[src/design/bdlp_pkg.sv]
// ---------------------------------------------------------------------------
// bdlp_pkg
// Types and constants shared by the button debouncer modules.
// ---------------------------------------------------------------------------
package bdlp_pkg;

  // Field widths fixed by the interface.
  localparam int TIME_W     = 32;
  localparam int RAW_W      = 4;
  localparam int CFG_DATA_W = 16;
  localparam int CFG_IDX_W  = 4;

  // Configuration register indexes.
  localparam logic [CFG_IDX_W-1:0] REG_DEBOUNCE_WINDOW      = 4'd0;
  localparam logic [CFG_IDX_W-1:0] REG_LONG_PRESS_THRESHOLD = 4'd1;

  // Configuration reset values.
  localparam logic [CFG_DATA_W-1:0] DEBOUNCE_RESET   = 16'd40;
  localparam logic [CFG_DATA_W-1:0] LONG_PRESS_RESET = 16'd600;

  // Current configuration as seen by every lane.
  typedef struct packed {
    logic [CFG_DATA_W-1:0] debounce_window;
    logic [CFG_DATA_W-1:0] long_press_threshold;
  } cfg_t;

  // What one lane reports for the current transaction.
  typedef struct packed {
    logic level;      // raw level of this tick
    logic evt;        // debounced release accepted
    logic evt_long;   // that release was a long press
  } lane_res_t;

  // One result transaction.
  typedef struct packed {
    logic [RAW_W-1:0] event_valid;
    logic [RAW_W-1:0] event_long;
    logic             wake_request;
  } result_t;

endpackage

[src/design/bdlp_lane.sv]
// ---------------------------------------------------------------------------
// bdlp_lane
// Debounce and press-length classification for a single button.
// ---------------------------------------------------------------------------
module bdlp_lane (
  input  logic                            clk,
  input  logic                            rst_n,
  input  logic                            upd,
  input  logic [bdlp_pkg::TIME_W-1:0]     now_ms,
  input  logic                            lvl,
  input  bdlp_pkg::cfg_t                  cfg,
  output bdlp_pkg::lane_res_t             res
);

  logic                        last_raw_r, last_raw_nxt;
  logic                        deb_r, deb_nxt;
  logic [bdlp_pkg::TIME_W-1:0] chg_time_r, chg_time_nxt;
  logic [bdlp_pkg::TIME_W-1:0] start_time_r, start_time_nxt;

  logic                        changed;
  logic [bdlp_pkg::TIME_W-1:0] stable_for;
  logic [bdlp_pkg::TIME_W-1:0] held_for;
  logic                        stable;
  logic                        take;

  // A raw change restarts the stability timer from this tick.
  assign changed      = (lvl != last_raw_r);
  assign last_raw_nxt = lvl;
  assign chg_time_nxt = changed ? now_ms : chg_time_r;

  // Time differences wrap modulo 2^32.
  assign stable_for = now_ms - chg_time_nxt;
  assign held_for   = now_ms - start_time_r;
  assign stable     = (stable_for >= {{(bdlp_pkg::TIME_W-bdlp_pkg::CFG_DATA_W){1'b0}},
                                      cfg.debounce_window});
  assign take       = stable && (lvl != deb_r);

  // An accepted press records its start; an accepted release reports.
  assign deb_nxt        = take ? lvl : deb_r;
  assign start_time_nxt = (take && lvl) ? now_ms : start_time_r;

  assign res.level    = lvl;
  assign res.evt      = take && !lvl;
  assign res.evt_long = take && !lvl &&
                        (held_for >= {{(bdlp_pkg::TIME_W-bdlp_pkg::CFG_DATA_W){1'b0}},
                                      cfg.long_press_threshold});

  // Per-button state, updated once for each accepted transaction.
  always_ff @(posedge clk) begin
    if (!rst_n) begin
      last_raw_r   <= 1'b0;
      deb_r        <= 1'b0;
      chg_time_r   <= '0;
      start_time_r <= '0;
    end else if (upd) begin
      last_raw_r   <= last_raw_nxt;
      deb_r        <= deb_nxt;
      chg_time_r   <= chg_time_nxt;
      start_time_r <= start_time_nxt;
    end
  end

endmodule

[src/design/bdlp_merge.sv]
// ---------------------------------------------------------------------------
// bdlp_merge
// Combines the lane reports into one result transaction.
// ---------------------------------------------------------------------------
module bdlp_merge #(
  parameter int NUM_BUTTONS = 4
) (
  input  bdlp_pkg::lane_res_t [NUM_BUTTONS-1:0] lane_res,
  output bdlp_pkg::result_t                     result
);

  logic [bdlp_pkg::RAW_W-1:0] ev_valid;
  logic [bdlp_pkg::RAW_W-1:0] ev_long;
  logic                       wake;

  // Only the buttons that have an output bit report events.
  for (genvar b = 0; b < bdlp_pkg::RAW_W; b++) begin : g_bit
    if (b < NUM_BUTTONS) begin : g_used
      assign ev_valid[b] = lane_res[b].evt;
      assign ev_long[b]  = lane_res[b].evt_long;
    end else begin : g_unused
      assign ev_valid[b] = 1'b0;
      assign ev_long[b]  = 1'b0;
    end
  end

  // Wake is raised when any button is pressed on this tick.
  always_comb begin
    wake = 1'b0;
    for (int i = 0; i < NUM_BUTTONS; i++) begin
      wake = wake | lane_res[i].level;
    end
  end

  assign result.event_valid  = ev_valid;
  assign result.event_long   = ev_long;
  assign result.wake_request = wake;

endmodule

[src/design/bdlp_out_fifo.sv]
// ---------------------------------------------------------------------------
// bdlp_out_fifo
// Two-entry result buffer that decouples the input and result channels.
// ---------------------------------------------------------------------------
module bdlp_out_fifo (
  input  logic              clk,
  input  logic              rst_n,
  input  logic              push,
  input  bdlp_pkg::result_t push_data,
  output logic              not_full,
  output logic              pop_valid,
  input  logic              pop_ready,
  output bdlp_pkg::result_t pop_data
);

  bdlp_pkg::result_t mem_r [2];
  logic              wr_ptr_r, wr_ptr_nxt;
  logic              rd_ptr_r, rd_ptr_nxt;
  logic [1:0]        count_r, count_nxt;
  logic              pop;

  assign not_full  = (count_r != 2'd2);
  assign pop_valid = (count_r != 2'd0);
  assign pop       = pop_valid && pop_ready;
  assign pop_data  = mem_r[rd_ptr_r];

  // Pointer and fill-count bookkeeping.
  always_comb begin
    wr_ptr_nxt = push ? ~wr_ptr_r : wr_ptr_r;
    rd_ptr_nxt = pop ? ~rd_ptr_r : rd_ptr_r;
    count_nxt  = count_r;
    if (push && !pop) begin
      count_nxt = count_r + 2'd1;
    end else if (pop && !push) begin
      count_nxt = count_r - 2'd1;
    end
  end

  always_ff @(posedge clk) begin
    if (!rst_n) begin
      wr_ptr_r <= 1'b0;
      rd_ptr_r <= 1'b0;
      count_r  <= 2'd0;
    end else begin
      wr_ptr_r <= wr_ptr_nxt;
      rd_ptr_r <= rd_ptr_nxt;
      count_r  <= count_nxt;
    end
  end

  // Result storage carries no reset.
  always_ff @(posedge clk) begin
    if (push) begin
      mem_r[wr_ptr_r] <= push_data;
    end
  end

endmodule

[src/design/button_debounce_long_press.sv]
// ---------------------------------------------------------------------------
// button_debounce_long_press
// Debounces a set of buttons and classifies each release as short or long.
// ---------------------------------------------------------------------------
// Each input transaction is one update tick carrying a millisecond timestamp
// and the raw button levels; it yields exactly one result transaction, held
// in the result buffer, with the release events and the wake request. One
// tick is accepted every cycle while the result buffer has room: every
// button has its own lane that updates its state on each accepted tick, and
// a two-entry result buffer lets ticks keep flowing while a result waits.
// The input stalls only when that buffer is full. Configuration writes
// complete at once and are to be made while no tick is in flight.
module button_debounce_long_press #(
  parameter int NUM_BUTTONS = 4
) (
  input  logic                               clk,
  input  logic                               rst_n,
  // Update ticks
  input  logic                               in_valid,
  output logic                               in_ready,
  input  logic [bdlp_pkg::TIME_W-1:0]        in_now_ms,
  input  logic [bdlp_pkg::RAW_W-1:0]         in_raw_levels,
  // Results
  output logic                               out_valid,
  input  logic                               out_ready,
  output logic [bdlp_pkg::RAW_W-1:0]         out_event_valid,
  output logic [bdlp_pkg::RAW_W-1:0]         out_event_long,
  output logic                               out_wake_request,
  // Configuration writes
  input  logic                               cfg_valid,
  output logic                               cfg_ready,
  input  logic [bdlp_pkg::CFG_IDX_W-1:0]     cfg_index,
  input  logic [bdlp_pkg::CFG_DATA_W-1:0]    cfg_data
);

  bdlp_pkg::cfg_t                        cfg_r, cfg_nxt;
  bdlp_pkg::lane_res_t [NUM_BUTTONS-1:0] lane_res;
  bdlp_pkg::result_t                     result;
  bdlp_pkg::result_t                     out_data;
  logic                                  in_acc;
  logic                                  fifo_not_full;

  // Configuration registers; unknown indexes are ignored.
  assign cfg_ready = 1'b1;

  always_comb begin
    cfg_nxt = cfg_r;
    if (cfg_valid) begin
      case (cfg_index)
        bdlp_pkg::REG_DEBOUNCE_WINDOW:      cfg_nxt.debounce_window      = cfg_data;
        bdlp_pkg::REG_LONG_PRESS_THRESHOLD: cfg_nxt.long_press_threshold = cfg_data;
        default: ;
      endcase
    end
  end

  always_ff @(posedge clk) begin
    if (!rst_n) begin
      cfg_r.debounce_window      <= bdlp_pkg::DEBOUNCE_RESET;
      cfg_r.long_press_threshold <= bdlp_pkg::LONG_PRESS_RESET;
    end else begin
      cfg_r <= cfg_nxt;
    end
  end

  // A tick is taken whenever the result buffer has room.
  assign in_ready = fifo_not_full;
  assign in_acc   = in_valid && in_ready;

  // One lane per button; buttons without a raw input bit read as released.
  for (genvar i = 0; i < NUM_BUTTONS; i++) begin : g_lane
    logic lvl;
    if (i < bdlp_pkg::RAW_W) begin : g_raw
      assign lvl = in_raw_levels[i];
    end else begin : g_none
      assign lvl = 1'b0;
    end

    bdlp_lane u_lane (
      .clk    (clk),
      .rst_n  (rst_n),
      .upd    (in_acc),
      .now_ms (in_now_ms),
      .lvl    (lvl),
      .cfg    (cfg_r),
      .res    (lane_res[i])
    );
  end

  bdlp_merge #(
    .NUM_BUTTONS (NUM_BUTTONS)
  ) u_merge (
    .lane_res (lane_res),
    .result   (result)
  );

  bdlp_out_fifo u_out_fifo (
    .clk       (clk),
    .rst_n     (rst_n),
    .push      (in_acc),
    .push_data (result),
    .not_full  (fifo_not_full),
    .pop_valid (out_valid),
    .pop_ready (out_ready),
    .pop_data  (out_data)
  );

  assign out_event_valid  = out_data.event_valid;
  assign out_event_long   = out_data.event_long;
  assign out_wake_request = out_data.wake_request;

endmodule

[config.mk]
export PLATFORM = sky130hd
export DESIGN_NAME = button_debounce_long_press
export DESIGN_NICKNAME = d
export VERILOG_FILES = /design/src/design/bdlp_pkg.sv /design/src/design/bdlp_lane.sv /design/src/design/bdlp_merge.sv /design/src/design/bdlp_out_fifo.sv /design/src/design/button_debounce_long_press.sv
export SDC_FILE = /design/constraint.sdc
export NUM_CORES = 1
export LEC_CHECK = 0
export ABC_CLOCK_PERIOD_IN_PS = 15800
export BUFFER_PORTS_ARGS = -buffer_cell sky130_fd_sc_hd__buf_4
export CAP_MARGIN = 0
export CORE_UTILIZATION = 45
export CTS_CLUSTER_DIAMETER = 60
export DETAILED_ROUTE_END_ITERATION = 8
export PLACE_DENSITY = 0.66
export RECOVER_POWER = 50
export SLEW_MARGIN = 20
export SYNTH_ARGS = -nofsm -noshare
export SYNTH_HDL_FRONTEND = slang
export SYNTH_SLANG_ARGS = --single-unit
[constraint.sdc]
create_clock -name clk -period 15.8 [get_ports clk]
set_clock_uncertainty 0.1 [all_clocks]
set_input_delay 0.79 -clock clk [delete_from_list [all_inputs] [get_ports clk]]
set_output_delay 0.79 -clock clk [all_outputs]
set_load 0.005 [all_outputs]
==> results of run 1 <==
-- tightest hold or removal path, stage by stage --
cell and delay (ns):
buf_4 0.09, nand2_1 0.04, o211ai_1 0.08
-- logic make-up (layout without fill, tap and decap cells) --
family / Yosys count / in the layout
buffers and inverters: 435 / 426
DFF: 319 / 319
AOI/OAI and AO/OA: 1136 / 1136
other: 1 / 1
muxes: 240 / 240
xor gates and xnor gates: 180 / 180
and+or+nand+nor: 1327 / 1327
adders and majority gates: 350 / 350
-- report_power, final --
| part | leakage [uW] | switching [uW] | internal [uW] |
|---|---|---|---|
| Sequential | 0.00263 | 53.9 | 903 |
| Clock | 0.000746 | 437 | 614 |
| Combinational | 0.0106 | 1030 | 716 |
-- metal layers --
metal	part of all wire, %	vias up	GRT usage [%]	routed length, um
met5	0.036	-	0	33
met2	48	695	44.7	43300
met1	44	13547	32.0	40200
met4	3.2	4	8.90	2890
li1	-	14268	-	-
met3	4.6	169	2.67	4200
-- synthesized netlist by cell type, types with 42 or more instances --
| cell | n | share of area [%] |
|---|---|---|
| a21boi_0 | 117 | 2.9 |
| a21o_1 | 126 | 3.1 |
| a21oi_1 | 267 | 4.4 |
| a31oi_1 | 42 | 0.86 |
| clkbuf_1 | 141 | 1.7 |
| dfxtp_1 | 301 | 20 |
| ha_1 | 337 | 14 |
| inv_1 | 249 | 3.0 |
| mux2i_1 | 224 | 7.3 |
| nand2_1 | 619 | 7.6 |
| nand2b_1 | 88 | 1.8 |
| nand3_1 | 71 | 1.2 |
| nand4_1 | 51 | 1.0 |
| nor2_1 | 217 | 2.7 |
| nor2b_1 | 77 | 1.6 |
| nor3_1 | 52 | 0.85 |
| o211a_1 | 58 | 1.9 |
| o21ai_0 | 161 | 2.6 |
| xnor2_1 | 102 | 2.9 |
| xor2_1 | 77 | 2.2 |
-- state kept, by name, summed over array words and instances, names as in the netlist, named ones only --
signal                      count
g_lane.u_lane.last_raw_r        4
u_out_fifo.count_r              2
u_out_fifo.rd_ptr_r             1
g_lane.u_lane.start_time_r    128
u_out_fifo.mem_r               18
g_lane.u_lane.deb_r             4
u_out_fifo.wr_ptr_r             1
cfg_r                          32
g_lane.u_lane.chg_time_r      128
-- final cells by class --
| type | instances | area [um2] |
|---|---|---|
| Timing Repair Buffer | 92 | 664 |
| Clock inverter | 26 | 262 |
| Clock buffer | 58 | 1280 |
| Tap cell | 873 | 1090 |
| Fill cell | 6635 | 34000 |
| Multi-Input combinational cell | 3234 | 22500 |
| Sequential cell | 319 | 6570 |
| Inverter | 250 | 941 |
-- metrics by stage --
stage	hold slack, ns	cells
6_report	0.328	4852
3_3_place_gp	0.341	4768
4_1_cts	0.307	4852
3_5_place_dp	0.347	4768
2_1_floorplan	0.335	3988
5_1_grt	0.320	4852
-- worst max-delay path by stage --
stage | start | endpoint | slack, ns | depth (start not counted)
4_1_cts | g_lane[3].u_lane.last_raw_r | g_lane[3].u_lane.start_time_r[10] | 8.59 | 29
2_1_floorplan | in_raw_levels[0] | g_lane[0].u_lane.start_time_r[10] | 8.93 | 30
6_report | rst_n | g_lane[3].u_lane.start_time_r[24] | 6.90 | 5
3_3_place_gp | in_raw_levels[3] | g_lane[3].u_lane.start_time_r[1] | 8.07 | 30
5_1_grt | rst_n | cfg_r[9] | 5.83 | 4
3_5_place_dp | in_raw_levels[3] | g_lane[3].u_lane.start_time_r[0] | 8.05 | 30
==> run metrics, run 1 <==
outcome finished, violations left; failing checks capacitance limit, slew limit; Synthesized Nets roughly 4.4k; CP max FO between 90 and 100; MaxCap Viol Count 5; CP dominant cell by count clkbuf_1; ANT nets after route 0; setup TNS 0 ns; detailed-route vias per instance between 5 and 6; CTS Buf Count 46; Core Box Area ~67000 um2; Reg2Reg Launch Point g_lane[3].u_lane.last_raw_r; CP Cell Sequence clkbuf_1 -> clkbuf_1 -> clkbuf_1 -> nand2_1 -> mux2i_1; initial antenna violation count 2; Clock Sinks between 300 and 400; cells after synthesis 3988; Std-Cell Rows 95; HP Start cfg_data[4]; largest family of logic cells by synthesized area compound AO/OA/AOI/OAI gates; FF+latch count, synth roughly 320; routed length per instance between 15 and 20 um; mux cell area share after synthesis just under 8%; Final nets approximately 4.3k; hold path depth 3; IO Pins 73; final setup vio count 0; Skew-Pair Late Insertion Delay around 0.60 ns; largest net degree at the start of global routing 94; routed via count 28.7k; Top Family by Delay on Critical Path buffers and inverters; die area ~69000 um2; GRT Util Overall approximately a quarter; FMAX 112 MHz; Final GP Congestion between 0.9 and 1; Min-Delay Path Class in -> reg; fraction of registers with async set/reset 0%; Worst-Margin Slew approximately 4.2 ns; DIE WIDTH 263 um; H-tree depth 2; CTS tree done; Synth Cell Area 30700 um2; # hold bufs at CTS 0; Overflow after GRT 0; vias in the first global route 26.8k; fin util between 40% and 50%; worst vdd ir about 0.000091 V; commonest non-fill, non-tap cell in the layout nand2_1; Endpoint, Worst Hold cfg_r[4]; Main synth FF type dfxtp_1; share of cells above drive strength 1 5.63%; static leakage 0.0140 uW; final hold vios 0; minimum clock period 8.90 ns; Final WS setup ~6.9 ns; drt total wl between 90 and 100 mm; Area Overhead vs Synth 8.50%; Rel. slew slack -177%; Pwr Total between 3000 and 4000 uW; fin crit share a little under three fifths; Reg2Reg Capture Point g_lane[3].u_lane.start_time_r[10]; clk slew on worst S/H paths 0.06 ns; critical path class in -> reg; EDFF count, synth 18; Compound-Gate Fraction of Synth Area between 20% and 30%; final max-slew violation count 367; FF-to-FF setup slack approximately 8.4 ns; CP endpoint kind flop; Remaining DRCs 0; Resize count post-CTS 0; Worst setup SP type input pin; unrepaired setup endpoints after global routing no; post-synthesis simple-gate area fraction 20.2%; pwr dens approximately 110 nW/um2; Detailed Place HPWL between 60 and 70 mm; Initial DRC Count 1842; Syn Area/Cell 7.69 um2; placed inst area 31800 um2; Antenna Diode Count 0; post-synthesis sequential area ratio 21.4%; CP max-delay cell clkbuf_1; Critical path buffers and inverters 3; CP max stage delay about 2.8 ns; Max clock buf depth 3; PortBufs around 70; Post-CTS Setup Repair Bufs 0; post-synthesis adder-cell area fraction between 10 and 15%; starting density of the core a little under half; crit path DAT between 9 and 10 ns; commonest cells after routing, fill and taps aside nand2_1 (619), ha_1 (337), dfxtp_1 (301); first-pass GRT wire length ~140 mm; Design Area, Final between 30000 and 40000 um2; CP required 16.21 ns; CTS Root Cell clkbuf_16; reg2reg path depth 29; Chip Height 263 um; pre-CTS setup slack 8.05 ns; Synth cell types 95; yosys warns 0; xor/xnor share of the synthesized area just over 5%; drt pass-1 iters 6
Power figures use the tool's default switching activity.
==> inputs of run 2 (changes only) <==
ABC_CLOCK_PERIOD_IN_PS = 9000   (was 15800)
clock period = 9 ns   (was 15.8 ns; I/O delays follow)
==> run 2 against run 1 <==
  * The run still ends with capacitance limit, slew limit left
  * Non-clock buffer count rose by 1
  * Highest routed layer unchanged
  * Count of clock-buffer cells in the layout unchanged
  * Global-route usage grew 0.34 points
  * Final area up 0.41%
  * Critical path depth increased by 22
==> run metrics, run 2 (synthesis results as in run 1) <==
Core Box Area 67300 um2 (unchanged); pwr dens 200 nW/um2 (was 113 nW/um2); final hold vios 0 (unchanged); Worst setup endpoint g_lane[3].u_lane.start_time_r[0] (was g_lane[3].u_lane.start_time_r[24]); worst vdd ir 0.000160 V (was 0.0000909 V); share of cells above drive strength 1 5.70% (was 5.63%); reg2reg path depth 27 (was 29); crit path DAT 7.11 ns (was 9.31 ns); CTS Buf Count 47 (was 46); minimum clock period ~6.8 ns; Chip Height 263 um (unchanged); pre-CTS setup slack 2.07 ns (was 8.05 ns); IO Pins 73 (unchanged); Overflow after GRT 0 (unchanged); final setup vio count 0 (unchanged); detailed-route vias per instance 5.86 (was 5.91); Final nets 4347 (was 4345); routed via count 28.5k (was 28.7k); Pwr Total 6670 uW (was 3750 uW); Skew-Pair Late Insertion Delay 0.60 ns (about the same); MaxCap Viol Count 2 (was 5); largest net degree at the start of global routing 177 (was 94); CP max stage delay 0.73 ns (was 2.80 ns); static leakage 0.0141 uW (was 0.0140 uW); outcome finished, violations left (unchanged); CP required 9.34 ns (was 16.21 ns); CP dominant cell by count a21o_1 (was clkbuf_1); Rel. slew slack -393% (was -177%); ANT nets after route 0 (unchanged); DIE WIDTH 263 um (unchanged); drt pass-1 iters 6 (unchanged); drt total wl 90.9 mm (was 90.7 mm); CP endpoint kind flop (unchanged); Post-Place Cells 4766 (was 4768); Min-Delay Path Class in -> reg (unchanged); Setup crit start g_lane[3].u_lane.last_raw_r (was rst_n); die area 69200 um2 (unchanged); FF-to-FF setup slack 2.22 ns (was 8.42 ns); CP max FO 32 (was 93); vias in the first global route 27.1k (was 26.8k); initial antenna violation count 4 (was 2); Worst setup SP type flop (was input pin); Detailed Place HPWL 66.9 mm (was 67.6 mm); CP max-delay cell nor4_2 (was clkbuf_1); fin crit share around three quarters; Worst-Margin Slew 7.39 ns (was 4.15 ns); unrepaired setup endpoints after global routing no (unchanged); Cell Count, Final, Fillers Out 4859 (was 4852); GRT Util Overall 25.7% (was 25.4%); Initial DRC Count 1926 (was 1842); Final WS setup 2.22 ns (was 6.90 ns); routed length per instance 18.7 um (about the same); Std-Cell Rows 95 (unchanged); CTS Root Cell clkbuf_16 (unchanged); setup TNS 0 ns (unchanged); first-pass GRT wire length 144 mm (was 143 mm); failing checks capacitance limit, slew limit (unchanged); Reg2Reg Capture Point g_lane[3].u_lane.start_time_r[0] (was g_lane[3].u_lane.start_time_r[10]); Post-CTS Setup Repair Bufs 0 (unchanged); FMAX 148 MHz; CTS tree done (unchanged); H-tree depth 2 (unchanged); final max-slew violation count 200 (was 367); commonest non-fill, non-tap cell in the layout nand2_1 (unchanged); Final GP Congestion 0.923 (was 0.956); Reg2Reg Launch Point g_lane[3].u_lane.last_raw_r (unchanged); starting density of the core 45.6% (unchanged); critical path class reg -> reg (was in -> reg); commonest cells after routing, fill and taps aside nand2_1 (619), ha_1 (337), dfxtp_1 (301) (unchanged); clk slew on worst S/H paths 0.06 ns (about the same); Clock Sinks 319 (unchanged); Remaining DRCs 0 (unchanged); biggest regs g_lane.u_lane.chg_time_r (128), g_lane.u_lane.start_time_r (128), cfg_r (32) (unchanged); Max clock buf depth 3 (unchanged); Area Overhead vs Synth 8.95% (was 8.50%); PortBufs 71 (unchanged)
-- run 2: changes by cell type in the layout (fill, tap and decap cells not counted), moves of 2 or more --
cell	change
clkinvlp_4	-4
mux2_2	-4
dlygate4sd3_1	+3
inv_8	+2
clkbuf_4	-3
inv_6	+3
clkbuf_1	-3
buf_4	+4
clkbuf_8	-2
mux2_1	+4
clkinv_1	-2
clkinv_2	+3
bufinv_16	+3
diode_2	+2
-- run 2: through the flow --
| stage | instance area [um2] | hold slack, ns | util, % |
|---|---|---|---|
| global placement | 31800 | 0.342 | 47.2 |
| floorplan | 30700 | 0.335 | - |
| detailed placement | 31800 | 0.346 | 47.2 |
| CTS | 33400 | 0.00119 | 49.7 |
| finish | 33400 | 0.0263 | 49.7 |
| global route | 33400 | 0.0186 | 49.7 |
-- run 2: area by class of cell --
class                           count  area, um2
Antenna cell                        2       5.00
Fill cell                        6585      33800
Clock inverter                     30        350
Multi-Input combinational cell   3234      22500
Clock buffer                       58       1280
Inverter                          250        941
Sequential cell                   319       6570
Tap cell                          873       1090
Timing Repair Buffer               93        707
-- run 2: report_power, final --
part / total [uW] / leakage [uW] / internal (uW) / switching, uW
logic: 3050 / 0.0107 / 1260 / 1790
clock network: 1940 / 0.000809 / 1170 / 768
registers: 1680 / 0.00263 / 1590 / 96.4
-- run 2: how the worst min path moves through the flow --
| stage | depth (start not counted) | to | slack [ns] | from |
|---|---|---|---|---|
| 6_report | 3 | cfg_r[9] | 0.03 | cfg_data[9] |
| 5_1_grt | 3 | cfg_r[9] | 0.02 | cfg_data[9] |
| 4_1_cts | 3 | cfg_r[21] | 0.001 | cfg_data[5] |
| 3_5_place_dp | 2 | g_lane[2].u_lane.start_time_r[10] | 0.35 | g_lane[2].u_lane.start_time_r[10] |
| 3_3_place_gp | 2 | g_lane[3].u_lane.start_time_r[7] | 0.34 | g_lane[3].u_lane.start_time_r[7] |
| 2_1_floorplan | 2 | g_lane[1].u_lane.start_time_r[10] | 0.33 | g_lane[1].u_lane.start_time_r[10] |
-- run 2: what timing repair did --
item	in CTS	in global routing
hold endpoints to repair	4	0
gates resized for setup	0	0
hold buffers	3	0
-- run 2: worst max-delay path, delay by kind of cell (launching register included) --
kind	cells	cell delay, ns
adders and majority gates	2	0.50
buffers and inverters	2	0.46
and+or+nand+nor	7	1.95
DFF	1	0.43
muxes	1	0.19
AOI/OAI and AO/OA	13	2.72
xor gates and xnor gates	2	0.26
-- run 2: metal layers --
metal | wire (um) | GRT usage (%) | vias up
met5 | 27 | 0 | -
met4 | 3280 | 9.83 | 4
met3 | 4310 | 2.96 | 182
met2 | 42700 | 44.0 | 657
met1 | 40600 | 33.0 | 13373
li1 | - | - | 14277
==> inputs of run 3 (changes only) <==
ABC_AREA = 1   (was default)
ABC_CLOCK_PERIOD_IN_PS = 6650   (was 9000)
PLACE_DENSITY = 0.65   (was 0.66)
clock period = 6.65 ns   (was 9 ns; I/O delays follow)
==> run 3 against run 2 <==
  * The run still ends with capacitance limit, slew limit left
  * Final cell count increased by 39%
  * Register-to-register slack got worse by 0.85 ns
  * Sequential share of layout area decreased by 2.0 points
  * Sequential cell count unchanged
  * Synthesized cell count increased by 43%
  * Power increased by 63%
  * Critical path type is now in -> reg
  * Critical endpoint is now cfg_r[10]
  * Highest routed layer unchanged
==> run metrics, run 3 <==
met2 WL post-DR 60.5 mm (was 42.7 mm); Clock Sinks 319 (unchanged); H-tree depth 2 (unchanged); CP required 7.07 ns (was 9.34 ns); Post-synth top cells nand2_1 (1600), inv_1 (934), nor2_1 (549), a21oi_1 (386), o21ai_0 (342) (was nand2_1 (619), ha_1 (337), dfxtp_1 (301), a21oi_1 (267), inv_1 (249)); fraction of registers with async set/reset 0% (unchanged); wl on met1 61.2 mm (was 40.6 mm); starting density of the core 45.6% (about the same); Int Power 5720 uW (was 4020 uW); outcome finished, violations left (unchanged); Design Area, Final 37200 um2 (was 33400 um2); unrepaired setup endpoints after global routing no (unchanged); Main synth FF type dfxtp_1 (unchanged); CTS Buf Count 46 (was 47); Max clock buf depth 3 (unchanged); Resize count post-CTS 0 (unchanged); MaxCap Viol Count 5 (was 2); final setup vio count 0 (unchanged); setup TNS 0 ns (unchanged); Clk pwr share 23.8% (was 29.1%); sequential share of power 21.5% (was 25.2%); Post-CTS Setup Repair Bufs 0 (unchanged); fin crit share 89.5%; GRT Util Overall 36.8% (was 25.7%); Worst setup endpoint cfg_r[10] (was g_lane[3].u_lane.start_time_r[0]); Syn Area/Cell 5.95 um2 (was 7.69 um2); clk slew on worst S/H paths 0.06 ns (about the same); CP max stage delay 2.65 ns (was 0.73 ns); cells after synthesis 5720 (was 3988); Skew-Pair Late Insertion Delay 0.62 ns (was 0.60 ns); Sw Ratio 47.5% (was 39.8%); # fillers 8050 (was 6585); DIE WIDTH 277 um (was 263 um); worst vdd ir 0.000191 V (was 0.000160 V); Min-Delay Path Class in -> reg (unchanged); share of cells above drive strength 1 5.68% (was 5.70%); CTS Root Cell clkbuf_16 (unchanged); vias in the first global route 34.1k (was 27.1k); commonest cells after routing, fill and taps aside nand2_1 (1599), inv_1 (934), nor2_1 (546) (was nand2_1 (619), ha_1 (337), dfxtp_1 (301)); drt total wl 144 mm (was 90.9 mm); metal3 WL 13.1 mm (was 4.31 mm); CP max-delay cell clkbuf_1 (was nor4_2); failing checks capacitance limit, slew limit (unchanged); detailed-route vias per instance 5.54 (was 5.86); reg2reg path depth 28 (was 27); Reg2Reg Launch Point g_lane[0].u_lane.last_raw_r (was g_lane[3].u_lane.last_raw_r); Cell Count, Final, Fillers Out 6765 (was 4859); Combinational Power Share 54.7% (was 45.7%); cell with the most instances after synthesis nand2_1 (unchanged); largest net degree at the start of global routing 107 (was 177); crit path DAT 6.37 ns (was 7.11 ns); biggest regs g_lane.u_lane.chg_time_r (128), g_lane.u_lane.start_time_r (128), cfg_r (32) (unchanged); Final GP Congestion 1.09 (was 0.923); Area Overhead vs Synth 9.29% (was 8.95%); Std-Cell Rows 100 (was 95); Synth cell types 52 (was 95); CP Cell Sequence clkbuf_1 -> clkbuf_1 -> o21ai_0 -> a21oi_1; routed via count 37.5k (was 28.5k); Final nets 6157 (was 4347); routed length per instance 21.3 um (was 18.7 um); critical path class in -> reg (was reg -> reg); share of the synthesized area in the top cell type 17.7% (was 19.6%); drt pass-1 iters 6 (unchanged); final max-slew violation count 322 (was 200); Setup crit start rst_n (was g_lane[3].u_lane.last_raw_r); Rel. slew slack -142% (was -393%); Synthesized Nets 6122 (was 4390); Worst-Margin Slew 3.62 ns (was 7.39 ns); Synth Cell Area 34000 um2 (was 30700 um2); post-synthesis sequential area ratio 19.3% (was 21.4%); static leakage 0.0192 uW (was 0.0141 uW); area leader, netlist dfxtp_1 (unchanged); Detailed Place HPWL 108 mm (was 66.9 mm); EDFF count, synth 18 (unchanged); commonest non-fill, non-tap cell in the layout nand2_1 (unchanged); Initial DRC Count 4191 (was 1926); placed inst area 35500 um2 (was 31800 um2); initial antenna violation count 8 (was 4); Worst setup SP type input pin (was flop); FF+latch count, synth 319 (unchanged); die area 76700 um2 (was 69200 um2); Top Metal Used met5 (unchanged); FF-to-FF setup slack 1.37 ns (was 2.22 ns); Reg2Reg Capture Point g_lane[0].u_lane.deb_r (was g_lane[3].u_lane.start_time_r[0]); Post-Place Cells 6660 (was 4766); PortBufs 71 (unchanged); Switching Power 5180 uW (was 2660 uW); hold_ws 0.0470 ns (was 0.0263 ns); CTS tree done (unchanged); final hold vios 0 (unchanged); first-pass GRT wire length 213 mm (was 144 mm); pwr dens 293 nW/um2 (was 200 nW/um2); FMAX approximately 170 MHz; Chip Height 277 um (was 263 um); yosys warns 0 (unchanged); Synth area leaders dfxtp_1 (18%), nand2_1 (18%), ha_1 (12%), inv_1 (10%), nor2_1 (6.1%) (was dfxtp_1 (20%), ha_1 (14%), nand2_1 (7.6%), mux2i_1 (7.3%), a21oi_1 (4.4%)); Core Box Area 74700 um2 (was 67300 um2); CP dominant cell by count clkbuf_1 (was a21o_1); minimum clock period ~6 ns; Overflow after GRT 0 (unchanged); IO Pins 73 (unchanged); CP max FO 78 (was 32); Remaining DRCs 0 (unchanged); fin util 49.8% (was 49.7%); ANT nets after route 0 (unchanged); CP endpoint kind flop (unchanged)
-- run 3: logic make-up (layout without fill, tap and decap cells) --
family | count (synthesis) | after routing | share of synthesized area [%]
buf+inv | 1172 | 1243 | 13.6
mux | 9 | 9 | 0.298
simple gates | 2747 | 2747 | 34.0
xor+xnor | 165 | 165 | 4.25
compound gates | 966 | 966 | 15.9
other cells | 1 | 6 | 0.0110
fa+ha+maj | 341 | 341 | 12.6
flops | 319 | 319 | 19.3
-- run 3: power groups by stage --
stage                     combinational, uW  sequential (uW)  clock (uW)
final                                  5970             2340        2590
after global routing                   6700             2370        2690
after CTS                              5860             2340        2610
after detailed placement               5820             2370           0
after global placement                 5810             2370           0
after floorplan                        4280             2330           0
-- run 3: timing repair --
item | CTS | global route
endpoints found under the hold margin | 28 | 0
hold buffers | 16 | 0
setup endpoints to repair | 0 | 0
-- run 3: layout make-up --
| type | count | area, um2 | share of cell area, % |
|---|---|---|---|
| antenna | 5 | 12.5 | 0.0336 |
| multi-input combinational | 4229 | 22900 | 61.5 |
| timing repair buffer | 149 | 1140 | 3.06 |
| clock buffer | 58 | 1290 | 3.46 |
| clock inverter | 26 | 305 | 0.821 |
| sequential | 319 | 6570 | 17.7 |
| inverter | 1010 | 3800 | 10.2 |
| tap | 969 | 1210 | 3.26 |
-- run 3: worst min-delay path by stage --
stage,from,to,slack (ns),cells after the start
3_3_place_gp,g_lane[2].u_lane.chg_time_r[24],g_lane[2].u_lane.chg_time_r[24],0.38,2
6_report,in_raw_levels[1],g_lane[1].u_lane.last_raw_r,0.05,3
4_1_cts,in_raw_levels[1],g_lane[1].u_lane.last_raw_r,0.01,3
5_1_grt,in_raw_levels[1],g_lane[1].u_lane.last_raw_r,0.08,3
3_5_place_dp,g_lane[2].u_lane.chg_time_r[22],g_lane[2].u_lane.chg_time_r[22],0.38,2
2_1_floorplan,u_out_fifo.count_r[1],u_out_fifo.count_r[1],0.36,2
-- run 3: per-layer routing --
metal	global-route usage, %	vias to the layer above
met2	57.5	1633
met4	20.0	4
met5	0	-
met1	48.3	16967
met3	6.16	372
li1	-	18535
-- run 3: per-stage QoR --
| step | total power [uW] | setup slack (ns) |
|---|---|---|
| floorplan | 6610 | 2.48 |
| global placement | 8180 | 1.00 |
| detailed placement | 8190 | 0.934 |
| CTS | 10800 | 1.44 |
| global route | 11800 | 0.462 |
| finish | 10900 | 0.698 |
-- run 3: critical path: cells and delay by family --
family / cells / cell delay, ns
compound gates: 2 / 0.78
buf+inv: 2 / 5.11
